**src/design/lfe_pkg.sv**
```systemverilog
// Shared constants, types and command codes of the lowpass-with-delay block.
package lfe_pkg;

  localparam int MAX_DELAY      = 4096;
  localparam int ADDR_BITS      = (MAX_DELAY > 1) ? $clog2(MAX_DELAY) : 1;
  localparam int DLY_BITS       = ADDR_BITS + 1;
  localparam int SAMPLE_BITS    = 24;
  localparam int COEF_BITS      = 24;
  localparam int COEF_FRAC_BITS = 22;
  localparam int DELAY_BITS     = 13;
  localparam int PROD_BITS      = SAMPLE_BITS + COEF_BITS;
  localparam int ACC_BITS       = PROD_BITS + 3;
  localparam int NUM_TAPS       = 5;
  localparam int TAP_BITS       = 3;
  localparam int APB_ADDR_BITS  = 5;
  localparam int APB_DATA_BITS  = 32;

  typedef enum logic [2:0] {
    REG_FIRST_B0,
    REG_FIRST_A1,
    REG_FIRST_A2,
    REG_SECOND_B0,
    REG_SECOND_A1,
    REG_SECOND_A2,
    REG_DELAY_LENGTH
  } reg_index_t;

  typedef enum logic [2:0] {
    ST_CLEAR,
    ST_IDLE,
    ST_MAC,
    ST_ROUND,
    ST_MEM,
    ST_OUT
  } state_t;

  typedef enum logic [2:0] {
    CMD_IDLE,
    CMD_CLEAR,
    CMD_LOAD,
    CMD_MAC,
    CMD_ROUND,
    CMD_MEM,
    CMD_OUT
  } cmd_op_t;

  typedef struct packed {
    cmd_op_t             op;
    logic                sec;
    logic [TAP_BITS-1:0] tap;
  } cmd_t;

  typedef struct packed {
    logic clear_last;
  } status_t;

  typedef struct packed {
    logic signed [COEF_BITS-1:0] b0;
    logic signed [COEF_BITS-1:0] a1;
    logic signed [COEF_BITS-1:0] a2;
  } sec_coef_t;

  typedef struct packed {
    sec_coef_t             first_sec;
    sec_coef_t             second_sec;
    logic [DELAY_BITS-1:0] delay_length;
  } cfg_t;

  typedef struct packed {
    logic signed [SAMPLE_BITS-1:0] x1;
    logic signed [SAMPLE_BITS-1:0] x2;
    logic signed [SAMPLE_BITS-1:0] y1;
    logic signed [SAMPLE_BITS-1:0] y2;
  } hist_t;

endpackage

```
**src/design/lfe_ctrl.sv**
```systemverilog
// Controller state machine that sequences the clear pass, the shared MAC and the delay line.
module lfe_ctrl
  import lfe_pkg::*;
(
  input  logic    clk,
  input  logic    rst,
  input  logic    in_valid,
  output logic    in_stall,
  output logic    out_valid,
  input  logic    out_stall,
  input  status_t status,
  output cmd_t    cmd
);

  localparam logic [TAP_BITS-1:0] LAST_TAP = TAP_BITS'(NUM_TAPS);

  state_t              state, state_next;
  logic                sec, sec_next;
  logic [TAP_BITS-1:0] tap, tap_next;
  logic                out_valid_next;
  logic                load_out;

  always_ff @(posedge clk) begin
    if (rst) begin
      state     <= ST_CLEAR;
      sec       <= 1'b0;
      tap       <= '0;
      out_valid <= 1'b0;
    end else begin
      state     <= state_next;
      sec       <= sec_next;
      tap       <= tap_next;
      out_valid <= out_valid_next;
    end
  end

  always_comb begin
    state_next = state;
    sec_next   = sec;
    tap_next   = tap;
    load_out   = 1'b0;
    cmd.op     = CMD_IDLE;
    cmd.sec    = sec;
    cmd.tap    = tap;
    case (state)
      ST_CLEAR: begin
        cmd.op = CMD_CLEAR;
        if (status.clear_last) state_next = ST_IDLE;
      end
      ST_IDLE: begin
        if (in_valid) begin
          cmd.op     = CMD_LOAD;
          state_next = ST_MAC;
          sec_next   = 1'b0;
          tap_next   = '0;
        end
      end
      ST_MAC: begin
        cmd.op = CMD_MAC;
        if (tap == LAST_TAP) state_next = ST_ROUND;
        else tap_next = tap + 1'b1;
      end
      ST_ROUND: begin
        cmd.op = CMD_ROUND;
        if (!sec) begin
          sec_next   = 1'b1;
          tap_next   = '0;
          state_next = ST_MAC;
        end else begin
          state_next = ST_MEM;
        end
      end
      ST_MEM: begin
        cmd.op     = CMD_MEM;
        state_next = ST_OUT;
      end
      ST_OUT: begin
        if (!out_valid || !out_stall) begin
          cmd.op     = CMD_OUT;
          load_out   = 1'b1;
          state_next = ST_IDLE;
        end
      end
      default: state_next = ST_CLEAR;
    endcase
    out_valid_next = load_out | (out_valid & out_stall);
  end

  assign in_stall = (state != ST_IDLE);

  a_accept_starts: assert property (@(posedge clk) disable iff (rst)
    (in_valid && !in_stall) |=> (state == ST_MAC && tap == '0 && !sec))
    else $error("accepted beat did not start the first section");

  a_no_out_in_clear: assert property (@(posedge clk) disable iff (rst)
    (state == ST_CLEAR) |-> !out_valid)
    else $error("result offered during the clearing pass");

  a_out_waits: assert property (@(posedge clk) disable iff (rst)
    (state == ST_OUT && out_valid && out_stall) |=> (state == ST_OUT && out_valid))
    else $error("pending result overwritten while stalled");

endmodule

```
**config.mk**
```make
export PLATFORM = sky130hd
export DESIGN_NAME = lfe_ctrl
export DESIGN_NICKNAME = d
export VERILOG_FILES = /design/src/design/lfe_pkg.sv /design/src/design/lfe_ctrl.sv
export SDC_FILE = /design/constraint.sdc
export NUM_CORES = 1
export LEC_CHECK = 0
export BUFFER_PORTS_ARGS = -buffer_cell sky130_fd_sc_hd__buf_2
export CORE_MARGIN = 2
export CORE_UTILIZATION = 35
export DETAILED_ROUTE_END_ITERATION = 16
export GPL_TIMING_DRIVEN = 0
export PLACE_DENSITY = 0.55
export SYNTH_ARGS = -nofsm -noshare
export SYNTH_HDL_FRONTEND = slang
export SYNTH_SLANG_ARGS = --single-unit
```
**constraint.sdc**
```tcl
create_clock -name clk -period 2.3 [get_ports clk]
set_input_delay 0.46 -clock clk [delete_from_list [all_inputs] [get_ports clk]]
set_output_delay 0.46 -clock clk [all_outputs]
set_load 0.05 [all_outputs]
```
==> impl_metrics.yaml <==
power:
  power_frac_seq_pct: 42.8
  p_leak_nw: 0.264
  vdd_drop_max_uv: 253
  p_int_mw: 0.232
  power_switching_mw: 0.113
  p_sw_share_pct: 32.7
  pwr_density_cell_nw_per_um2: 554
  pwr-share-clk_pct: 32.2
  comb_power_share_pct: 25.0
clock_tree:
  hold_buffers: 0
  cts_made_buffers: 3
  cts_setup_buffers: 0
  clock-sinks: 8
  root_buffer: "clkbuf_4"
  cts_tree: "yes"
  post_cts_resized: 0
  clock_latency_ns: 0.25
  clk_pin_slew_ns: 0.06
  cts_max_level: 1
  clock_path_buffers: 2
yosys:
  synth-edff-count: 0
  synth-main-ff-cell: "dfxtp_1"
  ys_seq_area_share_pct: 31.0
  synth_seq_cells: 8
  syn-cell-area_sq_um: 517
  yosys_warnings: 0
  avgSynthCellArea_sq_um: 8.20
  async_flop_share_pct: 0
  synth_nets: 70
  netlist_instances: 63
  post_synth_num_cell_types: 28
detailed_routing:
  route.final.wire_length_mm: 1.03
  wl_per_cell_um: 11.1
  vias_per_cell: 5.08
  drtIter0Drc: 8
  dr.pass1.iters: 4
  drc: 0
  vias: 472
  detail-route-antenna-nets: 0
finish:
  area_growth_pct: 20.6
  design_area_sq_um: 623
  layout_common_cells: "13 x buf_2, 8 x dfxtp_1, 7 x a21oi_1, 6 x nand2_1, 4 x inv_1"
  regArea_sq_um: 160
  final_layout_size_suffix_gt1_share_pct: 33.3
  multiInputGateArea_sq_um: 308
  nets: 87
  diodes: 0
  fill_cells: 131
  final_common_cell: "buf_2"
sta:
  skew_ns: 0.000698
  fmax_ghz: 0.532
  setup_viol: 0
  grt_setup_unrepaired: "no"
  period_minus_slack_ns: 1.88
  relSlewSlack_pct: 71.1
  tns_ns: 0
  hold_violations: 0
  finalMaxSlewViolations: 0
  tightestPinTransition_ns: 0.434
  period_share_pct: 81.7
floorplanning:
  dieWidth_um: 42.4
  start_util_pct: 38.7
  die_h_um: 42.4
  ios: 14
  fp.coreArea_sq_um: 1330
  die_area_sq_um: 1800
  rows: 13
setup_path:
  worstPathRequired_ns: 1.84
  reg2reg_slack_ns: 1.18
  crit_type: "reg2out"
  reg2reg_to: "tap[1]$_SDFFE_PP0P_"
  crit_arrival_ns: 1.42
  cp_max_fo: 10
  setup.worst_path.start_class: "flip-flop"
  reg2regPathDepth: 4
  r2r-start: "state[1]$_SDFFE_PP0P_"
  worstSetupEndpointType: "output pin"
global_route:
  grt_pass1_vias: 384
  grt_max_degree: 11
  antenna_found_initial: 0
  grtUsageTotal_pct: 12.4
  grt_pass1_wl_mm: 1.70
  grt_overflow: 0
outcome:
  status: "complete, no violations"
placement:
  placed_area_sq_um: 601
  portBuffers: 12
  dp_hpwl_um: 753
  gp_congestion: 0.692
run:
  drv_cap: 0
worst_hold_path:
  min_to: "out_valid$_SDFF_PP0_"
  min_path_cells: 3
  hold_start: "out_stall"
  hold_path_class: "in2reg"
-- flip-flops by register name, summed over array words and instances, names as in the netlist --
| signal | count |
|---|---|
| state | 3 |
| tap | 3 |
| out_valid | 1 |
| sec | 1 |
-- worst max-delay path: stages (launching register included) --
cell and delay, ns:
dfxtp_1 0.43, buf_2 0.25, nand2_1 0.11, o21ai_0 0.09, buf_2 0.28
-- logic make-up after synthesis --
family	count (synthesis)	synth area share (%)
AND/OR/NAND/NOR	23	27.1
AO/OA/AOI/OAI	21	26.6
buffers and inverters	9	10.4
flip-flops	8	31.0
adder cells (fa/ha/maj)	2	4.84
-- power by group through the flow --
stage | sequential, mW | clock (mW) | combinational, mW
5_1_grt | 0.149 | 0.123 | 0.0936
3_3_place_gp | 0.151 | 0 | 0.0875
3_5_place_dp | 0.151 | 0 | 0.0865
2_1_floorplan | 0.155 | 0 | 0.0655
4_1_cts | 0.148 | 0.114 | 0.0868
6_report | 0.148 | 0.111 | 0.0863
-- per-layer routing --
layer	wire [um]	track usage [%]	vias up
li1	-	-	251
met3	80	3.45	4
met2	398	15.4	15
met5	0	0	-
met4	15	7.50	0
met1	539	18.3	202
-- synth_stat cells (all sizes together) (2+ instances only) --
cell type	n	area, sq um
dfxtp	8	160
a21oi	7	35.0
nand2	7	28.8
o21ai	5	28.8
buf	4	35.0
inv	4	15.0
nor2	4	22.5
nand2b	3	18.8
o31ai	3	22.5
a31oi	2	12.5
ha	2	25.0
nand3	2	10.0
nand4b	2	17.5
nor2b	2	12.5
-- worst max-delay path by stage --
| stage | start | end | slack [ns] | depth (start not counted) |
|---|---|---|---|---|
| 6_report | state[1]$_SDFFE_PP0P_ | cmd[6] | 0.42 | 4 |
| 4_1_cts | state[1]$_SDFFE_PP0P_ | cmd[6] | 0.42 | 4 |
| 2_1_floorplan | out_valid$_SDFF_PP0_ | cmd[6] | 0.07 | 3 |
| 5_1_grt | state[1]$_SDFFE_PP0P_ | cmd[6] | 0.34 | 4 |
| 3_3_place_gp | out_stall | cmd[5] | 0.64 | 5 |
| 3_5_place_dp | out_stall | cmd[5] | 0.63 | 5 |
-- final cells by class --
cell class	count	share of cell area [%]
buffer	5	6.22
timing repair buffer	12	9.64
inverter	4	2.41
tap	15	3.01
sequential	8	25.7
multi-input combinational	46	49.4
clock buffer	3	3.61
-- metrics by stage --
step	setup WS [ns]	utilization, %	instances	power, mW	hold WS (ns)
global placement	0.644	45.0	90	0.238	0.520
detailed placement	0.630	45.0	90	0.238	0.505
finish	0.421	46.7	93	0.345	0.503
floorplan	0.0678	-	63	0.220	0.476
global route	0.337	46.7	93	0.366	0.538
CTS	0.417	46.7	93	0.348	0.504
Note: power is estimated with default switching activity, not from simulation.
