===== src/design/lfe_pkg.sv =====
// Shared constants, types and command codes of the lowpass-with-delay block.
package lfe_pkg;

  localparam int MAX_DELAY      = 4096;
  localparam int ADDR_BITS      = (MAX_DELAY > 1) ? $clog2(MAX_DELAY) : 1;
  localparam int DLY_BITS       = ADDR_BITS + 1;
  localparam int SAMPLE_BITS    = 24;
  localparam int COEF_BITS      = 24;
  localparam int COEF_FRAC_BITS = 22;
  localparam int DELAY_BITS     = 13;
  localparam int PROD_BITS      = SAMPLE_BITS + COEF_BITS;
  localparam int ACC_BITS       = PROD_BITS + 3;
  localparam int NUM_TAPS       = 5;
  localparam int TAP_BITS       = 3;
  localparam int APB_ADDR_BITS  = 5;
  localparam int APB_DATA_BITS  = 32;

  typedef enum logic [2:0] {
    REG_FIRST_B0,
    REG_FIRST_A1,
    REG_FIRST_A2,
    REG_SECOND_B0,
    REG_SECOND_A1,
    REG_SECOND_A2,
    REG_DELAY_LENGTH
  } reg_index_t;

  typedef enum logic [2:0] {
    ST_CLEAR,
    ST_IDLE,
    ST_MAC,
    ST_ROUND,
    ST_MEM,
    ST_OUT
  } state_t;

  typedef enum logic [2:0] {
    CMD_IDLE,
    CMD_CLEAR,
    CMD_LOAD,
    CMD_MAC,
    CMD_ROUND,
    CMD_MEM,
    CMD_OUT
  } cmd_op_t;

  typedef struct packed {
    cmd_op_t             op;
    logic                sec;
    logic [TAP_BITS-1:0] tap;
  } cmd_t;

  typedef struct packed {
    logic clear_last;
  } status_t;

  typedef struct packed {
    logic signed [COEF_BITS-1:0] b0;
    logic signed [COEF_BITS-1:0] a1;
    logic signed [COEF_BITS-1:0] a2;
  } sec_coef_t;

  typedef struct packed {
    sec_coef_t             first_sec;
    sec_coef_t             second_sec;
    logic [DELAY_BITS-1:0] delay_length;
  } cfg_t;

  typedef struct packed {
    logic signed [SAMPLE_BITS-1:0] x1;
    logic signed [SAMPLE_BITS-1:0] x2;
    logic signed [SAMPLE_BITS-1:0] y1;
    logic signed [SAMPLE_BITS-1:0] y2;
  } hist_t;

endpackage


===== src/design/lfe_regs.sv =====
// APB configuration registers for the filter coefficients and the delay length.
module lfe_regs
  import lfe_pkg::*;
(
  input  logic                     clk,
  input  logic                     rst,
  input  logic                     psel,
  input  logic                     penable,
  input  logic                     pwrite,
  input  logic [APB_ADDR_BITS-1:0] paddr,
  input  logic [APB_DATA_BITS-1:0] pwdata,
  output logic [APB_DATA_BITS-1:0] prdata,
  output logic                     pready,
  output cfg_t                     cfg
);

  reg_index_t idx;
  logic       wr_en;

  assign idx    = reg_index_t'(paddr[4:2]);
  assign wr_en  = psel & penable & pwrite;
  assign pready = 1'b1;

  function automatic logic [APB_DATA_BITS-1:0] sext(input logic [COEF_BITS-1:0] v);
    sext = {{(APB_DATA_BITS-COEF_BITS){v[COEF_BITS-1]}}, v};
  endfunction

  always_ff @(posedge clk) begin
    if (rst) begin
      cfg <= '0;
    end else if (wr_en) begin
      case (idx)
        REG_FIRST_B0:     cfg.first_sec.b0  <= pwdata[COEF_BITS-1:0];
        REG_FIRST_A1:     cfg.first_sec.a1  <= pwdata[COEF_BITS-1:0];
        REG_FIRST_A2:     cfg.first_sec.a2  <= pwdata[COEF_BITS-1:0];
        REG_SECOND_B0:    cfg.second_sec.b0 <= pwdata[COEF_BITS-1:0];
        REG_SECOND_A1:    cfg.second_sec.a1 <= pwdata[COEF_BITS-1:0];
        REG_SECOND_A2:    cfg.second_sec.a2 <= pwdata[COEF_BITS-1:0];
        REG_DELAY_LENGTH: cfg.delay_length  <= pwdata[DELAY_BITS-1:0];
        default: ;
      endcase
    end
  end

  always_comb begin
    case (idx)
      REG_FIRST_B0:     prdata = sext(cfg.first_sec.b0);
      REG_FIRST_A1:     prdata = sext(cfg.first_sec.a1);
      REG_FIRST_A2:     prdata = sext(cfg.first_sec.a2);
      REG_SECOND_B0:    prdata = sext(cfg.second_sec.b0);
      REG_SECOND_A1:    prdata = sext(cfg.second_sec.a1);
      REG_SECOND_A2:    prdata = sext(cfg.second_sec.a2);
      REG_DELAY_LENGTH: prdata = {{(APB_DATA_BITS-DELAY_BITS){1'b0}}, cfg.delay_length};
      default:          prdata = '0;
    endcase
  end

endmodule


===== config.mk =====
export PLATFORM = sky130hd
export DESIGN_NAME = lfe_regs
export DESIGN_NICKNAME = d
export VERILOG_FILES = /design/src/design/lfe_pkg.sv /design/src/design/lfe_regs.sv
export SDC_FILE = /design/constraint.sdc
export NUM_CORES = 1
export LEC_CHECK = 0
export BUFFER_PORTS_ARGS = -buffer_cell sky130_fd_sc_hd__clkbuf_2
export CELL_PAD_IN_SITES_DETAIL_PLACEMENT = 0
export CELL_PAD_IN_SITES_GLOBAL_PLACEMENT = 1
export CORE_AREA = 3 3 165 127
export DETAILED_ROUTE_END_ITERATION = 7
export DIE_AREA = 0 0 168 130
export PLACE_DENSITY = 0.84
export REMOVE_ABC_BUFFERS = 1
export SYNTH_ARGS = -nofsm -noshare
export SYNTH_HDL_FRONTEND = slang
export SYNTH_SLANG_ARGS = --single-unit

===== constraint.sdc =====
create_clock -name clk -period 3.7 [get_ports clk]
set_input_delay 0.925 -clock clk [delete_from_list [all_inputs] [get_ports clk]]
set_output_delay 0.925 -clock clk [all_outputs]
set_load 0.005 [all_outputs]

==> flow_summary.ini, run 1 <==
[status]
status = completed

[cells_and_area]
multiInputGateArea_um2 = 4000
fin_cells = 1172
layout_commonest_cell = clkbuf_2
diodes = 0
reg_top3 = cfg: 157 flops
final_cell_mix = 218 x clkbuf_2, 186 x mux2i_1, 182 x nand2b_1, 157 x dfxtp_1, 33 x mux2_2
final.fill_count = 1850
largest_reg_flops = 157
areaGrowthSynthToFinish_pct = 24.6
top_register = cfg
seq_area_um2 = 3140
drive_gt1_share_pct = 34.2
fin_area_um2 = 9370
final_nets = 948

[timing]
finalMaxSlewViolations = 0
final_hold_viol_count = 0
period_needed_ns = 3.39
rsz0062_at_grt = no
tightest_slew_ns = 1.02
max_slew_margin_pct = 31.8
skew_ns = 0
finalSetupTns_ns = 0
min_period_over_period_pct = 91.6
fmax_ghz = 0.295
worst_slack_ns = 0.311
finalSetupViolCount = 0

[placed_design]
hpwlAfterDp_um = 15300
dpl_worst_slack_ns = 0.293
place_area_um2 = 8770
dp_cells = 1140
gp_congestion = 0.771
port_buffers = 220

[drt]
viasPerCell = 5.04
wire_per_inst_um = 19.3
totalWireLength_um = 22700
drt_iter0_drc = 510
drtAntennaViolNets = 0
drc = 0
dr.pass1.iters = 4
num_vias = 5910

[critical_path]
worstPathArrival_ns = 2.46
r2r-end = cfg[9]
reg2reg_from = cfg[9]
worst-path-buf-inv = 3
rr_worst_depth = 2
critPathTopFamily = buffers and inverters
max_stage_delay_ns = 0.54
cpMaxStageDelayCell = o211ai_1
path_cells = clkbuf_2 -> inv_2 -> nand2_1 -> o211ai_1 -> clkbuf_2
end_kind = output pin
crit_fanout = 14
worstSetupStartpointType = input port
critical_path_class = input port to output pin
cp_common_cell = clkbuf_2
rrSetupSlack_ns = 3.01
required_ns = 2.77

[yosys]
synthDistinctLibCells = 33
synth_async_sr_flop_share_pct = 0
postSynthCellCount = 709
ys_seq_area_share_pct = 41.8
ys_ff_latch = 157
syn_area_per_cell_um2 = 10.6
ys.flop_type = dfxtp_1
yosys_warnings = 0
synth_area_um2 = 7520
synth_edf_count = 0

[floorplanning]
die_h_um = 130
core_area_um2 = 19300
num_rows = 44
start_util_pct = 38.9
ios = 232
die_width_um = 168
design.die.area_um2 = 21800

[clock_tree]
cts_inserted_buffers = 17
post_cts_buffers = 0
clock_path_buffers = 2
cts_root_buffer = clkbuf_16
clkSlewWorstSetupHoldPaths_ns = 0.06
cts_sinks = 157
cts_hold_buf = 0
cts_resized = 0
htree_levels = 4
worst_skew_pair.late_latency_ns = 0.42
cts_tree = done

[global_routing]
grt_pass1_vias = 5899
grt_pass1_wl_um = 34800
grt_use_total_pct = 20.5
grt-ovfl-total = 0
grt_antenna_before_repair = 0
grt_max_degree = 71

[worst_hold_path]
hold_path.class = flip-flop to flip-flop
hp-start = cfg[118]
holdPathStages = 2
holdPathEnd = cfg[118]

[pwr]
peakVddDrop_uv = 212
pwr_density_cell_nw_per_um2 = 400
power.leakage_nw = 4.83

[flow_run]
maxCapViolCount = 0
## power by group
group	switching (W)	internal, W	leakage (nW)
Clock	0.000708	0.00107	0.285
Combinational	0.000148	0.000113	3.28
Sequential	0.0000110	0.00170	1.27
Total	0.000866	0.00288	4.83
## stage by stage
stage	hold slack (ns)	power, W	util (%)
4_1_cts	0.490	0.00379	48.5
3_3_place_gp	0.473	0.00201	45.4
2_1_floorplan	0.474	0.00187	-
5_1_grt	0.505	0.00388	48.5
3_5_place_dp	0.481	0.00201	45.4
6_report	0.488	0.00375	48.5
## per-layer routing
| layer | global-route usage (%) | wire, um |
|---|---|---|
| met1 | 29.2 | 11000 |
| met2 | 31.4 | 9990 |
| met3 | 5.48 | 1560 |
| met4 | 4.57 | 157 |
| met5 | 0 | 0 |
## cell type report
cell class | instances | area share (%)
Multi-Input combinational cell | 488 | 42.7
Sequential cell | 157 | 33.5
Timing Repair Buffer | 240 | 13.9
Clock buffer | 23 | 5.21
Tap cell | 253 | 3.38
Clock inverter | 9 | 1.18
Inverter | 2 | 0.0801
## worst register-to-register path, cell delays in order, from the launching register on
cell and delay, ns:
dfxtp_1 0.39, nand2b_1 0.08, mux2i_1 0.14
## kinds of logic after synthesis
family | synth area share, %
AOI/OAI and AO/OA | 4.96
buffers and inverters | 5.14
DFF | 41.8
muxes | 29.7
other | 0.0499
and+or+nand+nor | 18.4
## cell usage after synthesis (all sizes together) (2+ instances only)
library cell | number | area, um^2
buf | 39 | 293
clkbuf | 23 | 86.3
o21ai | 3 | 15.0
and3 | 3 | 18.8
a221oi | 17 | 149
nand3 | 5 | 37.5
a32oi | 8 | 70.1
nand2 | 19 | 98.8
mux2 | 33 | 372
nand2b | 182 | 1140
o211ai | 3 | 22.5
a21oi | 4 | 20.0
inv | 2 | 7.50
a22oi | 7 | 52.6
dfxtp | 157 | 3140
o221ai | 5 | 43.8
nor2b | 3 | 18.8
nor2 | 2 | 10.0
mux2i | 186 | 1860
and2 | 2 | 12.5
## worst max path at each step
stage                 end      from  cells after the start
5_1_grt        prdata[29]  paddr[4]                      5
6_report       prdata[26]  paddr[4]                      5
3_3_place_gp   prdata[30]  paddr[4]                      5
4_1_cts        prdata[28]  paddr[4]                      5
2_1_floorplan  prdata[23]  paddr[4]                      3
3_5_place_dp   prdata[28]  paddr[4]                      5
No activity file was read; power rests on OpenSTA's default activity.
==> run 2: changes to the inputs <==
- CORE_AREA: 3 3 165 127 -> 3 3 163 125
- CTS_BUF_LIST: unset -> sky130_fd_sc_hd__clkbuf_8
- DIE_AREA: 0 0 168 130 -> 0 0 166 128
- PLACE_DENSITY: 0.84 -> 0.86
==> flow_summary.ini, run 2 (same netlist as run 1, synthesis figures left out) <==
[floorplanning]
start_util_pct = 40.3
die_h_um = 128
design.die.area_um2 = 21200
die_width_um = 166
num_rows = 43
ios = 232
core_area_um2 = 18700

[cells_and_area]
largest_reg_flops = 157
reg_top3 = cfg: 157 flops
areaGrowthSynthToFinish_pct = 21.9
top_register = cfg
final.fill_count = 1780
multiInputGateArea_um2 = 4000
seq_area_um2 = 3140
final_nets = 946
final_cell_mix = 218 x clkbuf_2, 186 x mux2i_1, 182 x nand2b_1, 157 x dfxtp_1, 33 x mux2_2
drive_gt1_share_pct = 34.1
layout_commonest_cell = clkbuf_2
diodes = 0

[pwr]
pwr_density_cell_nw_per_um2 = 366
internal-power_w = 0.00255
p_comb_share_pct = 7.7
peakVddDrop_uv = 215
pwr-share-clk_pct = 41.4
pwr-share-seq_pct = 50.9
switching_share_pct = 24.2
power.leakage_nw = 4.75
switching_power_w = 0.000814

[drt]
viasPerCell = 5.08
num_vias = 5900
dr.pass1.iters = 4
wire_per_inst_um = 19.1
totalWireLength_um = 22200
drc = 0
drtAntennaViolNets = 0
drt_iter0_drc = 336

[critical_path]
end_kind = output pin
cpMaxStageDelayCell = and2b_1
reg2reg_from = cfg[115]
rr_worst_depth = 2
cp_common_cell = a221oi_1
r2r-end = cfg[115]
worstPathArrival_ns = 2.54
path_cells = buf_4 -> and2b_1 -> a221oi_1 -> a221oi_1 -> clkbuf_2
rrSetupSlack_ns = 3.01
worstSetupStartpointType = input port
crit_fanout = 18
required_ns = 2.77
max_stage_delay_ns = 0.72
critical_path_class = input port to output pin
crit_path_end = prdata[9]
setup.worst_path.start = paddr[3]

[clock_tree]
cts_hold_buf = 0
post_cts_buffers = 0
cts_root_buffer = clkbuf_8
cts_inserted_buffers = 17
cts_resized = 0
worst_skew_pair.late_latency_ns = 0.45
clkSlewWorstSetupHoldPaths_ns = 0.08
cts_sinks = 157
clock_path_buffers = 2
htree_levels = 4
cts_tree = done

[global_routing]
busiest_layer = met2
grt_util_met3_pct = 6.26
grt_pass1_wl_um = 34100
grt-ovfl-total = 0
grt_antenna_before_repair = 0
use_met2_pct = 32.3
grt_pass1_vias = 5806
grt_max_degree = 88
use_met1_pct = 27.9
grt_use_total_pct = 20.6

[status]
status = completed

[timing]
fmax_ghz = 0.289
rsz0062_at_grt = no
final_hold_viol_count = 0
tightest_slew_ns = 1.01
finalSetupViolCount = 0
period_needed_ns = 3.46
hold_ws_ns = 0.493
skew_ns = 0
max_slew_margin_pct = 32.7
finalSetupTns_ns = 0
min_period_over_period_pct = 93.6
finalMaxSlewViolations = 0

[placed_design]
port_buffers = 220
gp_congestion = 0.755
hpwlAfterDp_um = 15100

[worst_hold_path]
hold_path.class = flip-flop to flip-flop

[flow_run]
maxCapViolCount = 0
==> run 2: final cells by class <==
type,instances,share of cell area [%]
Clock buffer,21,3.15
Tap cell,247,3.37
Clock inverter,9,1.47
Sequential cell,157,34.3
Inverter,2,0.0818
Multi-Input combinational cell,488,43.6
Timing Repair Buffer,238,14.1
==> run 2: how the worst min path moves through the flow <==
stage                     slack (ns)       end  cells after the start      from
after floorplan                 0.47  cfg[121]                      2  cfg[121]
after global placement          0.47  cfg[118]                      2  cfg[118]
after detailed placement        0.48  cfg[134]                      2  cfg[134]
after CTS                       0.49  cfg[118]                      2  cfg[118]
after global routing            0.51   cfg[93]                      2   cfg[93]
final                           0.49  cfg[124]                      2  cfg[124]
==> run 2: worst max-delay path, delay by kind of cell <==
kind | cells | cell delay (ns)
AOI/OAI and AO/OA | 2 | 0.50
and+or+nand+nor | 1 | 0.72
buffers and inverters | 2 | 0.38
==> run 2: stage by stage <==
step | utilization [%] | setup slack (ns) | std cells | power (W) | area [um^2]
floorplan | - | 0.610 | 647 | 0.00187 | 7140
finish | 49.1 | 0.236 | 1162 | 0.00336 | 9170
detailed placement | 46.9 | 0.237 | 1132 | 0.00201 | 8750
global placement | 46.9 | 0.229 | 1132 | 0.00201 | 8750
CTS | 49.1 | 0.227 | 1162 | 0.00341 | 9170
global route | 49.1 | 0.0889 | 1162 | 0.00349 | 9170
==> run 2: power by group through the flow <==
stage / clock (W) / combinational (W) / sequential [W]
finish: 0.00139 / 0.000259 / 0.00171
global route: 0.00150 / 0.000278 / 0.00171
CTS: 0.00144 / 0.000259 / 0.00171
detailed placement: 0 / 0.000259 / 0.00175
global placement: 0 / 0.000258 / 0.00175
floorplan: 0 / 0.000117 / 0.00175
==> run 2: metal layers <==
metal | wire length [um] | part of all wire [%] | vias up
li1 | - | - | 2848
met5 | 0 | 0 | -
met1 | 10700 | 48 | 2859
met4 | 221 | 0.99 | 0
met3 | 1450 | 6.5 | 17
met2 | 9850 | 44 | 176
